==> src/rtl/core/assert_macros.svh <==
// Assertion macros for the RTL of the binary xnor popcount threshold block.
// Included by files that carry concurrent assertions; no other dependencies.
`ifndef ASSERT_MACROS_SVH
`define ASSERT_MACROS_SVH

// Generic clocked assertion with an active-low asynchronous reset.
`define ASSERT_CLK(lbl, clk, rst_n, prop, msg) \
  lbl: assert property (@(posedge clk) disable iff (!rst_n) prop) else $error(msg);

// Clocked assertion on the default clock and reset names of this project.
`define ASSERT_RST(lbl, prop, msg) `ASSERT_CLK(lbl, clk_i, rst_ni, prop, msg)

`endif

==> src/rtl/core/bxpt_pkg.sv <==
// Package of the binary xnor popcount threshold block: constants, queue types and
// the word popcount function. No dependencies.
package bxpt_pkg;

  localparam int WORD_BITS           = 32;
  localparam int WORD_SHIFT          = $clog2(WORD_BITS);
  localparam int LANES               = 4;
  localparam int STEPS               = 2;
  localparam int THR_W               = 16;
  localparam int CFG_W               = 13;
  localparam int PC_W                = $clog2(WORD_BITS + 1);
  localparam int OUT_BITS_W          = 4;
  localparam int IN_W                = STEPS * WORD_BITS + LANES * WORD_BITS + LANES * THR_W;
  localparam int OUT_W               = STEPS * OUT_BITS_W;
  localparam int MAX_KERNEL_BITS_DEF = 4096;
  localparam int QUEUE_DEPTH_DEF     = 2;

  localparam logic [CFG_W-1:0] KERNEL_BITS_RST = CFG_W'(32);

  // One classified word set, waiting for the accumulator.
  typedef struct packed {
    logic                                   last;
    logic [LANES-1:0][STEPS-1:0][PC_W-1:0]  pcnt;
    logic [LANES-1:0][THR_W-1:0]            thr;
  } bxpt_entry_t;

  typedef struct packed {
    logic full;
    logic empty;
  } bxpt_qstat_t;

  // Population count of one word as a five-level adder tree.
  function automatic logic [PC_W-1:0] popcount32(input logic [WORD_BITS-1:0] w);
    logic [15:0][1:0] l1;
    logic [7:0][2:0]  l2;
    logic [3:0][3:0]  l3;
    logic [1:0][4:0]  l4;
    for (int i = 0; i < 16; i++) begin
      l1[i] = {1'b0, w[2*i]} + {1'b0, w[2*i+1]};
    end
    for (int i = 0; i < 8; i++) begin
      l2[i] = {1'b0, l1[2*i]} + {1'b0, l1[2*i+1]};
    end
    for (int i = 0; i < 4; i++) begin
      l3[i] = {1'b0, l2[2*i]} + {1'b0, l2[2*i+1]};
    end
    for (int i = 0; i < 2; i++) begin
      l4[i] = {1'b0, l3[2*i]} + {1'b0, l3[2*i+1]};
    end
    return {1'b0, l4[0]} + {1'b0, l4[1]};
  endfunction

endpackage

==> src/rtl/core/bxpt_front.sv <==
// Front end: holds the kernel length register and the word index, masks the last
// word and computes the eight popcounts. Depends on bxpt_pkg.
module bxpt_front #(
  parameter int MAX_KERNEL_BITS = bxpt_pkg::MAX_KERNEL_BITS_DEF
) (
  input  logic                        clk_i,
  input  logic                        rst_ni,
  input  logic                        cfg_we_i,
  input  logic [bxpt_pkg::CFG_W-1:0]  cfg_wdata_i,
  input  logic                        s_axis_tvalid,
  output logic                        s_axis_tready,
  input  logic [bxpt_pkg::IN_W-1:0]   s_axis_tdata,
  input  bxpt_pkg::bxpt_qstat_t       q_stat_i,
  output logic                        q_push_o,
  output bxpt_pkg::bxpt_entry_t       q_entry_o
);
  import bxpt_pkg::*;

  localparam int WordsMax = (MAX_KERNEL_BITS + WORD_BITS - 1) / WORD_BITS;
  localparam int IdxW     = (WordsMax > 1) ? $clog2(WordsMax) : 1;
  localparam int WordsW   = CFG_W + 1 - WORD_SHIFT;

  logic [CFG_W-1:0]      kernel_bits_q, kernel_bits_d;
  logic [IdxW-1:0]       idx_q, idx_d;
  logic [CFG_W-1:0]      kb_sat;
  logic [CFG_W:0]        kb_round;
  logic [WordsW-1:0]     words;
  logic [WORD_SHIFT-1:0] rem;
  logic                  last;
  logic [WORD_BITS-1:0]  mask;
  logic [STEPS-1:0][WORD_BITS-1:0] act;
  logic [LANES-1:0][WORD_BITS-1:0] wgt;

  assign s_axis_tready = !q_stat_i.full;
  assign q_push_o      = s_axis_tvalid && s_axis_tready;

  always_comb begin
    if (32'(kernel_bits_q) > 32'(MAX_KERNEL_BITS)) begin
      kb_sat = CFG_W'(MAX_KERNEL_BITS);
    end else begin
      kb_sat = kernel_bits_q;
    end
    kb_round = {1'b0, kb_sat} + (CFG_W + 1)'(WORD_BITS - 1);
    words    = kb_round[CFG_W:WORD_SHIFT];
    rem      = kb_sat[WORD_SHIFT-1:0];
    // A zero length behaves as a single full word.
    last     = (words == '0) || ((32'(idx_q) + 32'd1) >= 32'(words));
    if (last && (rem != '0)) begin
      mask = ~({WORD_BITS{1'b1}} >> rem);
    end else begin
      mask = {WORD_BITS{1'b1}};
    end
  end

  always_comb begin
    for (int s = 0; s < STEPS; s++) begin
      act[s] = s_axis_tdata[s*WORD_BITS +: WORD_BITS];
    end
    for (int l = 0; l < LANES; l++) begin
      wgt[l] = s_axis_tdata[(STEPS + l)*WORD_BITS +: WORD_BITS];
    end
    q_entry_o.last = last;
    for (int l = 0; l < LANES; l++) begin
      q_entry_o.thr[l] = s_axis_tdata[(STEPS + LANES)*WORD_BITS + l*THR_W +: THR_W];
      for (int s = 0; s < STEPS; s++) begin
        q_entry_o.pcnt[l][s] = popcount32(~(act[s] ^ wgt[l]) & mask);
      end
    end
  end

  always_comb begin
    kernel_bits_d = cfg_we_i ? cfg_wdata_i : kernel_bits_q;
    idx_d         = idx_q;
    if (q_push_o) begin
      idx_d = last ? '0 : idx_q + IdxW'(1);
    end
  end

  always_ff @(posedge clk_i or negedge rst_ni) begin
    if (!rst_ni) begin
      kernel_bits_q <= KERNEL_BITS_RST;
      idx_q         <= '0;
    end else begin
      kernel_bits_q <= kernel_bits_d;
      idx_q         <= idx_d;
    end
  end

endmodule

==> src/rtl/core/bxpt_fifo.sv <==
// Short queue of classified word sets between the front end and the accumulator.
// Depends on bxpt_pkg.
module bxpt_fifo #(
  parameter int Depth = bxpt_pkg::QUEUE_DEPTH_DEF
) (
  input  logic                   clk_i,
  input  logic                   rst_ni,
  input  logic                   push_i,
  input  bxpt_pkg::bxpt_entry_t  wdata_i,
  input  logic                   pop_i,
  output bxpt_pkg::bxpt_entry_t  rdata_o,
  output bxpt_pkg::bxpt_qstat_t  stat_o
);
  import bxpt_pkg::*;

  localparam int PtrW = (Depth > 1) ? $clog2(Depth) : 1;
  localparam int CntW = $clog2(Depth + 1);

  bxpt_entry_t           mem_q [Depth];
  logic [PtrW-1:0]       wr_ptr_q, wr_ptr_d;
  logic [PtrW-1:0]       rd_ptr_q, rd_ptr_d;
  logic [CntW-1:0]       cnt_q, cnt_d;

  assign rdata_o      = mem_q[rd_ptr_q];
  assign stat_o.full  = (cnt_q == CntW'(Depth));
  assign stat_o.empty = (cnt_q == '0);

  always_comb begin
    wr_ptr_d = wr_ptr_q;
    rd_ptr_d = rd_ptr_q;
    cnt_d    = cnt_q;
    if (push_i) begin
      wr_ptr_d = (wr_ptr_q == PtrW'(Depth - 1)) ? '0 : wr_ptr_q + PtrW'(1);
    end
    if (pop_i) begin
      rd_ptr_d = (rd_ptr_q == PtrW'(Depth - 1)) ? '0 : rd_ptr_q + PtrW'(1);
    end
    if (push_i && !pop_i) begin
      cnt_d = cnt_q + CntW'(1);
    end else if (pop_i && !push_i) begin
      cnt_d = cnt_q - CntW'(1);
    end
  end

  always_ff @(posedge clk_i or negedge rst_ni) begin
    if (!rst_ni) begin
      wr_ptr_q <= '0;
      rd_ptr_q <= '0;
      cnt_q    <= '0;
    end else begin
      wr_ptr_q <= wr_ptr_d;
      rd_ptr_q <= rd_ptr_d;
      cnt_q    <= cnt_d;
    end
  end

  always_ff @(posedge clk_i) begin
    if (push_i) begin
      mem_q[wr_ptr_q] <= wdata_i;
    end
  end

endmodule

==> src/rtl/core/bxpt_back.sv <==
// Back end: accumulates the match sums, thresholds them on the last word and
// holds the result register. Depends on bxpt_pkg.
module bxpt_back #(
  parameter int MAX_KERNEL_BITS = bxpt_pkg::MAX_KERNEL_BITS_DEF
) (
  input  logic                        clk_i,
  input  logic                        rst_ni,
  input  bxpt_pkg::bxpt_qstat_t       q_stat_i,
  input  bxpt_pkg::bxpt_entry_t       q_entry_i,
  output logic                        q_pop_o,
  output logic                        m_axis_tvalid,
  input  logic                        m_axis_tready,
  output logic [bxpt_pkg::OUT_W-1:0]  m_axis_tdata
);
  import bxpt_pkg::*;

  localparam int WordsMax = (MAX_KERNEL_BITS + WORD_BITS - 1) / WORD_BITS;
  localparam int SumW     = $clog2(WordsMax * WORD_BITS + 1);
  localparam int CmpW     = ((SumW > THR_W) ? SumW : THR_W) + 1;

  logic [LANES-1:0][STEPS-1:0][SumW-1:0] sums_q, sums_d, sum_new;
  logic [STEPS-1:0][OUT_BITS_W-1:0]      bits;
  logic                                  out_valid_q, out_valid_d;
  logic [OUT_W-1:0]                      out_data_q;

  // A word that ends no kernel never needs the result register.
  assign q_pop_o = !q_stat_i.empty && (!q_entry_i.last || !out_valid_q || m_axis_tready);

  always_comb begin
    bits = '0;
    for (int l = 0; l < LANES; l++) begin
      for (int s = 0; s < STEPS; s++) begin
        sum_new[l][s] = sums_q[l][s] + SumW'(q_entry_i.pcnt[l][s]);
        bits[s][OUT_BITS_W-1-l] =
          $signed({1'b0, CmpW'(sum_new[l][s])}) >=
          $signed({{(CmpW + 1 - THR_W){q_entry_i.thr[l][THR_W-1]}}, q_entry_i.thr[l]});
      end
    end
  end

  always_comb begin
    sums_d      = sums_q;
    out_valid_d = out_valid_q && !m_axis_tready;
    if (q_pop_o) begin
      sums_d = q_entry_i.last ? '0 : sum_new;
      if (q_entry_i.last) begin
        out_valid_d = 1'b1;
      end
    end
  end

  always_ff @(posedge clk_i or negedge rst_ni) begin
    if (!rst_ni) begin
      sums_q      <= '0;
      out_valid_q <= 1'b0;
    end else begin
      sums_q      <= sums_d;
      out_valid_q <= out_valid_d;
    end
  end

  always_ff @(posedge clk_i) begin
    if (q_pop_o && q_entry_i.last) begin
      out_data_q <= bits;
    end
  end

  assign m_axis_tvalid = out_valid_q;
  assign m_axis_tdata  = out_data_q;

endmodule

==> src/rtl/core/binary_xnor_popcount_threshold.sv <==
// Binary xnor popcount threshold core: four output channels over two time steps.
// Throughput is one word set per cycle unless the queue is full or a result waits; the
// popcount front end and the accumulator each handle one request per clock and the queue decouples them.
// A last word goes through the queue and the accumulator into the result register.
// Reset: kernel_bits returns to 32, match sums and word index clear, queue empties.
// Depends on bxpt_pkg, bxpt_front, bxpt_fifo, bxpt_back and assert_macros.svh.
`include "assert_macros.svh"

module binary_xnor_popcount_threshold #(
  parameter int MAX_KERNEL_BITS = bxpt_pkg::MAX_KERNEL_BITS_DEF,
  parameter int QUEUE_DEPTH     = bxpt_pkg::QUEUE_DEPTH_DEF
) (
  input  logic                        clk_i,
  input  logic                        rst_ni,
  // Kernel length register: written whenever the write enable is high.
  input  logic                        cfg_we_i,
  input  logic [bxpt_pkg::CFG_W-1:0]  cfg_wdata_i,
  // Input request, from bit 0 up: act_word_first, act_word_second,
  // weight_lane0..3 (32 bits each), thresh_lane0..3 (16 bits each, signed).
  input  logic                        s_axis_tvalid,
  output logic                        s_axis_tready,
  input  logic [bxpt_pkg::IN_W-1:0]   s_axis_tdata,
  // Result request, from bit 0 up: bits_first_step, bits_second_step (4 bits each).
  output logic                        m_axis_tvalid,
  input  logic                        m_axis_tready,
  output logic [bxpt_pkg::OUT_W-1:0]  m_axis_tdata
);
  import bxpt_pkg::*;

  // The front end accepts a request whenever the queue has room. It decides
  // whether the word ends the kernel, masks the unused low bits of a partial
  // last word and reduces the eight xnor words to popcounts, so the queue
  // entry is narrow.
  logic        q_push;
  logic        q_pop;
  bxpt_entry_t q_wdata;
  bxpt_entry_t q_entry;
  bxpt_qstat_t q_stat;

  bxpt_front #(
    .MAX_KERNEL_BITS(MAX_KERNEL_BITS)
  ) u_front (
    .clk_i         (clk_i),
    .rst_ni        (rst_ni),
    .cfg_we_i      (cfg_we_i),
    .cfg_wdata_i   (cfg_wdata_i),
    .s_axis_tvalid (s_axis_tvalid),
    .s_axis_tready (s_axis_tready),
    .s_axis_tdata  (s_axis_tdata),
    .q_stat_i      (q_stat),
    .q_push_o      (q_push),
    .q_entry_o     (q_wdata)
  );

  bxpt_fifo #(
    .Depth(QUEUE_DEPTH)
  ) u_fifo (
    .clk_i   (clk_i),
    .rst_ni  (rst_ni),
    .push_i  (q_push),
    .wdata_i (q_wdata),
    .pop_i   (q_pop),
    .rdata_o (q_entry),
    .stat_o  (q_stat)
  );

  // The back end adds popcounts into the running sums. A word that ends a
  // kernel waits only for the result register to be free; other words drain
  // even while a result is stalled.
  bxpt_back #(
    .MAX_KERNEL_BITS(MAX_KERNEL_BITS)
  ) u_back (
    .clk_i         (clk_i),
    .rst_ni        (rst_ni),
    .q_stat_i      (q_stat),
    .q_entry_i     (q_entry),
    .q_pop_o       (q_pop),
    .m_axis_tvalid (m_axis_tvalid),
    .m_axis_tready (m_axis_tready),
    .m_axis_tdata  (m_axis_tdata)
  );

  `ASSERT_RST(a_queue_state, !(q_stat.full && q_stat.empty), "queue full and empty at once")
  `ASSERT_RST(a_pop_nonempty, q_pop |-> !q_stat.empty, "accumulator popped an empty queue")
  `ASSERT_RST(a_last_gives_result, q_pop && q_entry.last |=> m_axis_tvalid, "kernel end lost its result")

endmodule

==> config.mk <==
export PLATFORM = sky130hd
export DESIGN_NAME = binary_xnor_popcount_threshold
export DESIGN_NICKNAME = d
export VERILOG_FILES = /design/src/rtl/core/bxpt_pkg.sv /design/src/rtl/core/bxpt_front.sv /design/src/rtl/core/bxpt_fifo.sv /design/src/rtl/core/bxpt_back.sv /design/src/rtl/core/binary_xnor_popcount_threshold.sv
export VERILOG_INCLUDE_DIRS = /design/src /design/src/rtl/core
export SDC_FILE = /design/constraint.sdc
export NUM_CORES = 1
export LEC_CHECK = 0
export ABC_AREA = 1
export BUFFER_PORTS_ARGS = -buffer_cell sky130_fd_sc_hd__buf_4
export CORE_ASPECT_RATIO = 1.4
export CORE_MARGIN = 3
export CORE_UTILIZATION = 45
export CTS_BUF_LIST = sky130_fd_sc_hd__clkbuf_2
export CTS_CLUSTER_DIAMETER = 100
export CTS_CLUSTER_SIZE = 25
export DETAILED_ROUTE_END_ITERATION = 16
export PLACE_DENSITY = 0.64
export SYNTH_ARGS = -nofsm -noshare
export SYNTH_HDL_FRONTEND = slang
export SYNTH_SLANG_ARGS = --single-unit
==> constraint.sdc <==
create_clock -name clk_i -period 8.5 [get_ports clk_i]
set_input_delay 0.425 -clock clk_i [delete_from_list [all_inputs] [get_ports clk_i]]
set_output_delay 0.425 -clock clk_i [all_outputs]
set_load 0.005 [all_outputs]
# Yosys cells after proc, flatten, opt, wreduce, memory -nomap -nowiden
# Memory sizes are Yosys's and may differ from the RTL's.
# Cells that the tools add are included.
# W data, S select, Z words.
dict set report word_totals {
  ramBits 226
  wordCells 349
  out_inout_bits 10
  in_bits 274
  memories 1
  regBits 137
}
dict set report classes {
  mux 12
  add_sub_neg 263
  reduce_logical 21
  n_eq_ne 1
  shifts 1
  magnitude_cmp 10
  bitwise_logic 25
}
# memory depth word_bits rd rd_clocked_by_memory_dff write_ports line
set memory_table {}
lappend memory_table {u_fifo.mem_q 2 113 1 0 1 bxpt_fifo.sv:19} ;# bxpt_entry_t mem_q [Depth];
# operator count
set ops {}
lappend ops {{$not A32 Y32} 9}
lappend ops {{$add A1 B1 Y2} 128}
lappend ops {{$and A32 B32 Y32} 8}
lappend ops {{$xor A32 B32 Y32} 8}
lappend ops {{$add A2 B2 Y3} 64}
lappend ops {{$add A3 B3 Y4} 32}
lappend ops {{$ge A14 B16 Y1} 8}
lappend ops {{$add A13 B6 Y13} 8}
lappend ops {{$mux W104} 1}
lappend ops {{$add A4 B4 Y5} 16}
lappend ops {{$add A5 B5 Y6} 8}
lappend ops {{$ge A32 B9 Y1} 1}
lappend ops {{$mux W32} 1}
lappend ops {{$shr A32 B5 Y32 const A} 1}
lappend ops {{$add A13 B5 Y14 const B} 1}
lappend ops {{$gt A13 B13 Y1 const B} 1}
lappend ops {{$mux W13} 1}
lappend ops {{$logic_not A9 Y1} 1}
lappend ops {{$add A7 B1 Y8 const B} 1}
lappend ops {{$add A7 B1 Y7 const B} 1}
lappend ops {{$logic_and A1 B1 Y1} 7}
lappend ops {{$logic_not A1 Y1} 7}
lappend ops {{$mux W7} 1}
lappend ops {{$mux W1} 6}
lappend ops {{other kinds (9)} 13}

# Depth between registers and ports, before layout
dict set report logic_depth {
  depth_word 13
  mapped_depth 41
  mapped_depth_nobuf 40
}

# By module
# A second synthesis with hierarchy kept.
dict set report hier_totals {
  cells_unflattened 3574
  hier_area_um2 31968.2
}
# mod seq_area_each_um2 instances cells_per_inst area_per_inst_um2
set by_module_without_submodules {}
lappend by_module_without_submodules {bxpt_front 501.7 1 1535 12305.6}
lappend by_module_without_submodules {bxpt_back 2867.8 1 1662 11053.1}
lappend by_module_without_submodules {bxpt_fifo 6886.6 1 377 8609.5}

# Worst setup path after synthesis
# OpenSTA, ideal clock, no wires.
dict set report synth_path {
  path_type {flip-flop to flip-flop}
  from {register u_front.kernel_bits_q[5]}
  to {memory u_fifo.mem_q[0][98] in the netlist's numbering, data pin}
  setup_slack_ns 1.357
  stages_incl_launch_ff 37
  required_time_ns 8.239
  arrival_ns 6.882
  n_path_buf 2
  setup_ns 0.261
  path_cell_list {dfstp_2 > inv_2 > nand2_1 > nor2_1 > nand2_2 > nand2_4 > nand2_4 > nand2_4 > buf_12 > nand2_2 > nand2_1 > ha_1 > a21boi_0 > o21a_1 > o21ai_0 > nand2_1 > nand3_1 > a21oi_1 > nor2_1 > nand2_4 > buf_12 > nand3b_4 > nand2_1 > fa_1 > fa_1 > inv_1 > fa_1 > inv_1 > fa_1 > fa_1 > inv_1 > fa_1 > ha_1 > inv_1 > fa_1 > o21a_1 > xor2_1}
}
# item line
set synth_lines {}
lappend synth_lines {{start: declaration} bxpt_front.sv:23} ;# logic [CFG_W-1:0] kernel_bits_q, kernel_bits_d;
lappend synth_lines {{start signal: assignment} bxpt_front.sv:84} ;# kernel_bits_q <= kernel_bits_d;
lappend synth_lines {{end: declaration} bxpt_fifo.sv:19}

==> impl_metrics.csv <==
group,metric,value,unit
cells_and_area,drive_above_1_share,12.5,%
grt,grt_max_degree,66,
synthesis,ys_ff_latch,363,
grt,antenna_found_initial,8,
routing,drtPass1Iterations,8,
worst_setup_path,max_stage_delay,0.76,ns
grt,grt_pass1_vias,22200,
cts,clk_latency,0.99,ns
routing,post_drt_via_cell_ratio,5.00,
min_path,min_path_type,"in -> reg",
cts,cts-root-buf,"clkbuf_2",
worst_setup_path,crit_type,"reg -> reg",
timing,maxSlewHeadroom,35.4,%
routing,ant_nets,0,
worst_setup_path,path_max_fanout,9,
die,die_area,0.0674,mm2
synthesis,synth_ff_type,"edfxtp_1",
cells_and_area,area_delta_synth_final,15.3,%
synthesis,synthAdderAreaFrac,23.3,%
routing,wl_met2,43900,um
synthesis,synth_compound_area_share,6.87,%
die,die_y,306,um
synthesis,synth-async-reset-ratio,35.5,%
worst_setup_path,worstReg2RegStart,"u_front.kernel_bits_q[8]$_DFFE_PN0P_",
die,top_level_ports,284,
synthesis,synth.net_count,3683,
die,fp.dieW,220,um
min_path,min_from,"s_axis_tdata[222]",
routing,drt-met1-wl,33300,um
routing,drt_iter0_drc,1209,
timing,slew_violations,0,
grt,grt_pass1_wl,127000,um
timing,tns,0,ns
timing,skew,0.101,ns
placed_design,io_buffers,283,
min_path,hold-path-endpoint,"u_fifo.mem_q[0][30]$_DFFE_PP_",
worst_setup_path,worstPathRequired,9.32,ns
routing,wl_per_cell,20.0,um
cells_and_area,layout.nets,4032,
worst_setup_path,cp_common_cell,"fa_1",
routing,wl_met3,2470,um
synthesis,yosysWarnings,0,
synthesis,synth_top_family_by_area,"adder cells",
routing,wl,83600,um
worst_setup_path,r2r_slack,0.48,ns
synthesis,syn_inst,2991,
synthesis,synth_xor_area_share,10.9,%
timing,finalHoldViolCount,0,
synthesis,syn_area_per_cell,9.67,um2
worst_setup_path,reg2reg_to,"u_fifo.mem_q[1][68]$_DFFE_PP_",
routing,vias,20900,
cts,clkTransAtPathRegs,0.46,ns
timing,worst_pin_slew,0.969,ns
synthesis,synth.distinct_cells,50,
cells_and_area,fill_cells,5820,
cts,clock_sink_count,363,
cts,numCtsBuffers,18,
worst_setup_path,path_buf_inv,2,
worst_setup_path,crit_slowest_cell,"fa_1",
grt,track_usage,24.8,%
placed_design,dp_hpwl,69900,um
cts,h-tree-depth,1,
worst_setup_path,r2r_cells,35,
min_path,holdPathStages,2,
synthesis,synthMuxAreaShare,1.84,%
timing,hold_slack,0.129,ns
placed_design,place_congestion,0.981,
job,cap_violations,0,
die,coreArea,0.0634,mm2
worst_setup_path,critPathCaptureType,"flop",
cts,cts_buffer_depth,3,
grt,gr-total-overflow,0,
worst_setup_path,critPathArrivalTime,8.84,ns
die,rows,109,
cells_and_area,multi_input_area,0.0164,mm2
outcome,outcome,"finished clean",
die,initial_core_util,45.6,%
cts,ctsResizeCount,0,
routing,top_layer_used,"met5",
timing,fmax,125,MHz
synthesis,syn_area,0.0289,mm2
synthesis,synth_edf_count,234,
worst_setup_path,critPathTopFamily,"adder cells",
timing,setup_viol_count_final,0,
worst_setup_path,cp-start-kind,"flop",
cells_and_area,regArea,0.0103,mm2
timing,min_period,8.02,ns
timing,rsz0062_at_grt,"false",
timing,post-route-period-util,94.3,%
routing,drc,0,
synthesis,yosysSeqAreaShare,35.5,%
synthesis,synthSimpleGateAreaFrac,13.6,%
cts,cts_tree,"built",
-- kinds of logic after synthesis --
group / after synthesis
AO/OA/AOI/OAI: 340
XOR/XNOR: 360
adder cells (fa/ha/maj): 418
buffers and inverters: 601
flip-flops: 363
multiplexers: 53
AND/OR/NAND/NOR: 856
-- metal layers --
layer / track usage (%) / vias up
met2: 46.4 / 455
met3: 1.96 / 107
met1: 29.2 / 10100
met5: 0 / -
li1: - / 10200
met4: 9.74 / 4
-- final cells by class --
cell class              instances  share of cell area, %
clock inverters                 2                 0.0488
diodes                          6                 0.0450
multi-input cells            2027                   49.0
repair buffers                441                   11.0
clock buffers                  30                  0.450
flip-flops and latches        363                   30.8
inverters                     489                   5.50
well taps                     832                   3.12
-- sequential cells by signal, indices dropped and copies added (netlist names) --
name	cells
u_back.m_axis_tvalid	1
u_back.m_axis_tdata	8
u_fifo.mem_q	226
u_back.sums_q	104
u_fifo.wr_ptr_q	1
u_fifo.cnt_q	2
u_front.kernel_bits_q	13
u_front.idx_q	7
u_fifo.rd_ptr_q	1
-- stage by stage --
stage,std cells,area [um2],util [%],setup WS [ns]
6_report,4190,33400,52.6,0.481
5_1_grt,4188,33300,52.6,0.00248
4_1_cts,4180,33300,52.5,0.256
3_5_place_dp,4011,31700,50.1,0.407
3_3_place_gp,4011,31700,50.1,0.492
2_1_floorplan,2991,28900,-,1.36
-- synthesized netlist by cell type, types with 3 or more instances --
cell type	instances	area share, %
nand3b_4	6	0.42
or2_2	6	0.13
o21a_1	9	0.23
nor2_2	3	0.065
ha_1	218	9.4
nor2_1	86	1.1
nand3_2	3	0.10
buf_1	67	0.87
fa_1	200	14
nand4_1	20	0.43
nand3_4	24	1.5
clkbuf_1	37	0.48
a21o_1	8	0.21
nand2_2	14	0.30
nand3_1	42	0.73
a22o_1	27	0.82
dfrtp_1	128	11
inv_2	10	0.13
nand2_4	5	0.19
buf_12	4	0.28
a21oi_1	101	1.7
o22ai_1	44	0.95
nor3_1	13	0.23
a211oi_1	5	0.13
buf_4	3	0.078
o21bai_1	7	0.18
o21ai_0	113	2.0
xor2_1	99	3.0
o211ai_1	5	0.13
nor2_4	3	0.12
and2_1	6	0.13
nand2_1	621	8.1
a31oi_1	11	0.24
inv_1	478	6.2
mux2i_1	52	1.8
edfxtp_1	234	24
xnor2_1	261	7.9
-- what timing repair did --
action | CTS | global route
hold endpoints to repair | 261 | 2
setup endpoints to repair | 0 | 32
setup buffers | 0 | 3
hold buffers | 137 | 1
-- how the worst max path moves through the flow --
stage	cells after the start	slack, ns	to	from
3_5_place_dp	35	0.41	u_fifo.mem_q[0][92]$_DFFE_PP_	u_front.kernel_bits_q[0]$_DFFE_PN0P_
5_1_grt	37	0.002	u_fifo.mem_q[0][74]$_DFFE_PP_	u_front.kernel_bits_q[3]$_DFFE_PN0P_
4_1_cts	35	0.26	u_fifo.mem_q[1][92]$_DFFE_PP_	u_front.kernel_bits_q[0]$_DFFE_PN0P_
3_3_place_gp	35	0.49	u_fifo.mem_q[0][92]$_DFFE_PP_	u_front.kernel_bits_q[0]$_DFFE_PN0P_
6_report	35	0.48	u_fifo.mem_q[1][68]$_DFFE_PP_	u_front.kernel_bits_q[8]$_DFFE_PN0P_
2_1_floorplan	36	1.36	u_fifo.mem_q[0][98]$_DFFE_PP_	u_front.kernel_bits_q[5]$_DFFE_PN1P_
-- placed cells by master, fill, tap and decap left out, types with 99 or more instances in the layout --
cell type,instances
dlygate4sd3_1,137
nand2_1,621
edfxtp_1,234
xor2_1,99
fa_1,200
a21oi_1,101
o21ai_0,113
dfrtp_1,127
inv_1,477
buf_4,302
xnor2_1,261
ha_1,218
Power is not shown: default switching activity piles up to over one toggle a cycle in this logic, so the estimate is an artifact.
